--- src/hdl/ic2d_pkg.sv ---
// ----------------------------------------------------------------------------
// ic2d_pkg
// shared types, codes and constants of the 2-d convolution unit
// ----------------------------------------------------------------------------
package ic2d_pkg;

    localparam int DEF_MAX_COLS   = 1024;
    localparam int DEF_MAX_KERNEL = 64;
    localparam int COEF_FRAC_BITS = 16;
    localparam int COEF_DEPTH     = 4096;
    localparam int COEF_W         = 16;
    localparam int CIDX_W         = 12;
    localparam int PIX_W          = 8;
    localparam int ROWS_W         = 13;
    localparam int COLS_W         = 11;
    localparam int KSIDE_W        = 7;
    localparam int ROW_OUT_W      = 12;
    localparam int COL_OUT_W      = 10;
    localparam int ROWS_MAX       = 4096;

    localparam logic [ROWS_W-1:0]  ROWS_RST  = 13'd512;
    localparam logic [COLS_W-1:0]  COLS_RST  = 11'd512;
    localparam logic [KSIDE_W-1:0] KSIDE_RST = 7'd3;

    typedef logic [1:0] t_req;
    localparam t_req REQ_COEF  = 2'd0;
    localparam t_req REQ_PIXEL = 2'd1;
    localparam t_req REQ_DRAIN = 2'd2;

    typedef logic [1:0] t_reg_idx;
    localparam t_reg_idx REG_ROWS  = 2'd0;
    localparam t_reg_idx REG_COLS  = 2'd1;
    localparam t_reg_idx REG_KSIDE = 2'd2;

    typedef enum logic [2:0] {
        ST_IDLE,
        ST_CHECK,
        ST_START,
        ST_TAPS,
        ST_FLUSH,
        ST_OUT
    } t_state;

    typedef struct packed {
        logic coef_wr;
        logic pixel_wr;
        logic start;
        logic tap;
        logic load_out;
        logic advance;
    } t_cmd;

    typedef struct packed {
        logic out_ready;
        logic last_tap;
        logic pipe_empty;
    } t_stat;

endpackage

--- src/hdl/ic2d_ctrl.sv ---
// ----------------------------------------------------------------------------
// ic2d_ctrl
// sequencer: accepts a transaction, runs the tap sweep, presents the result
// ----------------------------------------------------------------------------
module ic2d_ctrl (
    input  logic              i_clk,
    input  logic              i_rst_n,
    input  logic              i_s_tvalid,
    input  ic2d_pkg::t_req    i_req,
    input  logic              i_m_tready,
    input  ic2d_pkg::t_stat   i_stat,
    output logic              o_s_tready,
    output logic              o_m_tvalid,
    output ic2d_pkg::t_cmd    o_cmd
);

    ic2d_pkg::t_state r_state, n_state;
    logic             accept;

    assign accept = (r_state == ic2d_pkg::ST_IDLE) && i_s_tvalid;

    always_ff @(posedge i_clk) begin
        if (!i_rst_n) begin
            r_state <= ic2d_pkg::ST_IDLE;
        end else begin
            r_state <= n_state;
        end
    end

    always_comb begin
        n_state = r_state;
        unique case (r_state)
            ic2d_pkg::ST_IDLE: begin
                if (accept) begin
                    case (i_req) inside
                        ic2d_pkg::REQ_PIXEL, ic2d_pkg::REQ_DRAIN: n_state = ic2d_pkg::ST_CHECK;
                        default: n_state = ic2d_pkg::ST_IDLE;
                    endcase
                end
            end
            ic2d_pkg::ST_CHECK: begin
                n_state = i_stat.out_ready ? ic2d_pkg::ST_START : ic2d_pkg::ST_IDLE;
            end
            ic2d_pkg::ST_START: n_state = ic2d_pkg::ST_TAPS;
            ic2d_pkg::ST_TAPS: begin
                if (i_stat.last_tap) begin
                    n_state = ic2d_pkg::ST_FLUSH;
                end
            end
            ic2d_pkg::ST_FLUSH: begin
                if (i_stat.pipe_empty) begin
                    n_state = ic2d_pkg::ST_OUT;
                end
            end
            ic2d_pkg::ST_OUT: begin
                if (i_m_tready) begin
                    n_state = ic2d_pkg::ST_IDLE;
                end
            end
            default: n_state = ic2d_pkg::ST_IDLE;
        endcase
    end

    always_comb begin
        o_cmd      = '0;
        o_s_tready = 1'b0;
        o_m_tvalid = 1'b0;
        unique case (r_state)
            ic2d_pkg::ST_IDLE: begin
                o_s_tready      = 1'b1;
                o_cmd.coef_wr   = accept && (i_req == ic2d_pkg::REQ_COEF);
                o_cmd.pixel_wr  = accept && (i_req == ic2d_pkg::REQ_PIXEL);
            end
            ic2d_pkg::ST_CHECK: ;
            ic2d_pkg::ST_START: o_cmd.start = 1'b1;
            ic2d_pkg::ST_TAPS:  o_cmd.tap = 1'b1;
            ic2d_pkg::ST_FLUSH: o_cmd.load_out = i_stat.pipe_empty;
            ic2d_pkg::ST_OUT: begin
                o_m_tvalid    = 1'b1;
                o_cmd.advance = i_m_tready;
            end
            default: ;
        endcase
    end

endmodule

--- config.mk ---
export PLATFORM = sky130hd
export DESIGN_NAME = ic2d_ctrl
export DESIGN_NICKNAME = d
export VERILOG_FILES = /design/src/hdl/ic2d_pkg.sv /design/src/hdl/ic2d_ctrl.sv
export SDC_FILE = /design/constraint.sdc
export NUM_CORES = 1
export LEC_CHECK = 0
export ABC_AREA = 0
export BUFFER_PORTS_ARGS = -buffer_cell sky130_fd_sc_hd__buf_2
export CAP_MARGIN = 20
export CORE_AREA = 2 2 39 41
export DETAILED_ROUTE_END_ITERATION = 12
export DIE_AREA = 0 0 41 43
export SYNTH_ARGS = -nofsm -noshare
export SYNTH_HDL_FRONTEND = slang
export SYNTH_SLANG_ARGS = --single-unit
--- constraint.sdc ---
create_clock -name i_clk -period 1.4 [get_ports i_clk]
set_input_delay 0.21 -clock i_clk [delete_from_list [all_inputs] [get_ports i_clk]]
set_output_delay 0.21 -clock i_clk [all_outputs]
set_load 0.02 [all_outputs]
==> impl_metrics.ini <==
[status]
outcome = complete, no violations

[drt]
drtIter0Drc = 0
drt_wl_total_um = 713
drc = 0
vias = 339
wire_per_inst_um = 9.38
drtAntennaViolNets = 0
dr.pass1.iters = 1
vias_per_cell = 4.46

[setup_path]
cp.arrival_ns = 1.19
rrSetupSlack_ns = 0.07
r2r-start = r_state[2]$_SDFFE_PN0P_
worstSetupStartpointType = register
r2r-end = r_state[0]$_SDFFE_PN0P_
cp_max_fo = 7
required_ns = 1.19
ff2ff_path_depth = 4
crit_path_end_kind = output pin
criticalPathCategory = register to output pin

[sta]
slew_violations = 0
hold_viol = 0
fin_ws_ns = 0.00461
fmax_mhz = 717
skew_ns = 0.00894
min_period_ns = 1.40
rsz0062_at_grt = true
worstMarginPinSlew_ns = 0.129
maxSlewHeadroom_pct = 91.2
period_share_pct = 99.7
setup_viol = 0

[power]
switching_share_pct = 31.9
p_leak_nw = 0.253
ir_worst_vdd_mv = 0.592
power_density_mw_per_mm2 = 858
p_int_mw = 0.286
p_switching_mw = 0.134
p_seq_share_pct = 24.0
p_comb_share_pct = 38.5
clockPowerShare_pct = 37.5

[place]
dp_hpwl_um = 508
dpl_cell_area_um2 = 395
pre_cts_slack_ns = 0.131
io_buffers = 16
dp.cells = 70
gp_congestion = 0.767

[hold_path]
min_from = i_rst_n
worstHoldEndpoint = r_state[2]$_SDFFE_PN0P_
hold_depth = 3
hp-class = input pin to register

[layout]
drive_gt1_share_pct = 51.7
top_register = r_state
fin_cells = 76
final_common_cell = buf_2
area_growth_pct = 73.0
design_area_um2 = 489
layout.nets = 72
final_util_pct = 35.4
diodes = 0
largest_register_ff_count = 3
final_cell_mix = 10 x buf_2, 7 x buf_4, 5 x buf_6
largestRegisters = r_state x3

[cts]
cts.clk_slew.worst_paths_ns = 0.04
clk_latency_ns = 0.24
htreeDepth = 1
clk_path_buf_depth = 2
cts_tree = built
cts_sinks = 3
cts_buffers = 3
cts-root-buf = clkbuf_4

[synth]
syn_area_um2 = 283
synth_top_area_share_pct = 21.2
synth_seq_cells = 3
synth_warnings = 0
synth.net_count = 48
synth_area_per_cell_um2 = 7.64
synth_area_leaders = dfxtp_1 21%, ha_1 8.8%, a21oi_1 7.1%
synth_seq_area_share_pct = 21.2
synth_cell_types = 22
synthCells = 37
synth_top_area_cell = dfxtp_1

[run]
maxCapViolCount = 0

[grt]
use_met1_pct = 10.9
top_usage_layer = met2
grt_max_degree = 10
use_met3_pct = 4.71
use_met2_pct = 13.4
antenna_found_initial = 0
grt_pass1_vias = 283
grt.total_usage_pct = 9.53
grt_overflow = 0
grt_pass1_wl_um = 1090

[die]
die_w_um = 41
boundaryPins = 17
die_h_um = 43
start_util_pct = 20.4
dieArea_mm2 = 0.00176
fp.coreArea_mm2 = 0.00138
rows = 14
-- per-layer routing --
metal,vias to the layer above,wire length (µm)
met3,2,41
li1,174,-
met2,11,354
met5,-,0
met4,0,12
met1,152,305
-- worst max path at each step --
| stage | start | to | slack (ns) | cells after the start |
|---|---|---|---|---|
| detailed placement | r_state[2]$_SDFFE_PN0P_ | r_state[0]$_SDFFE_PN0P_ | 0.13 | 4 |
| global placement | r_state[2]$_SDFFE_PN0P_ | r_state[0]$_SDFFE_PN0P_ | 0.17 | 4 |
| finish | r_state[0]$_SDFFE_PN0P_ | o_cmd[4] | 0.005 | 4 |
| CTS | r_state[0]$_SDFFE_PN0P_ | o_cmd[4] | -0.002 | 4 |
| floorplan | r_state[0]$_SDFFE_PN0P_ | o_cmd[4] | 0.03 | 3 |
| global route | r_state[0]$_SDFFE_PN0P_ | o_cmd[5] | -0.05 | 4 |
-- cells by family after synthesis --
kind of cell	Yosys count	share of synthesized area, %
adders and majority gates	2	8.85
and+or+nand+nor	20	42.0
DFF	3	21.2
muxes	2	7.08
AOI/OAI and AO/OA	5	10.2
buffers and inverters	5	10.6
-- synth_stat cells, drive strengths merged --
library cell and count:
nand2 5, inv 2, nor2 2, nor3 2, dfxtp 3, nand3b 1, clkbuf 1, nand3 1
nor2b 1, a21oi 4, ha 2, mux2i 2, buf 2, and3 3, o31a 1, nor3b 1
and3b 1, or4 1, and4bb 1, and2 1
-- power groups by stage --
stage	sequential [mW]	clock, mW	combinational [mW]
3_5_place_dp	0.102	0	0.128
6_report	0.101	0.157	0.161
4_1_cts	0.100	0.159	0.160
3_3_place_gp	0.102	0	0.126
2_1_floorplan	0.0995	0	0.0903
5_1_grt	0.101	0.171	0.177
-- cell type report --
class | instances | area, µm²
clock buffer | 4 | 26.3
fill | 159 | 895
inverter | 2 | 7.51
multi-input combinational | 29 | 211
sequential | 3 | 65.1
tap | 16 | 20.0
timing repair buffer | 22 | 159
-- through the flow --
stage	setup TNS (ns)	hold WS [ns]	power, mW
floorplan	0	0.326	0.190
global placement	0	0.473	0.228
detailed placement	0	0.470	0.230
CTS	-0.00203	0.219	0.419
global route	-0.154	0.211	0.449
finish	0	0.215	0.420
-- repair_timing --
| action | CTS | global route |
|---|---|---|
| gates resized for setup | 9 | 8 |
| endpoints found under the setup margin | 5 | 6 |
| hold buffers | 0 | 0 |
| cloned | 0 | 0 |
| buffers inserted | 2 | 0 |
| pin swaps | 2 | 2 |
-- worst max-delay path, cell delays in order, from the launching register on --
cell	delay, ns
dfxtp_4	0.34
buf_6	0.13
nor3_4	0.18
and3_1	0.18
buf_6	0.12
Note: power is estimated with default switching activity, not from simulation.
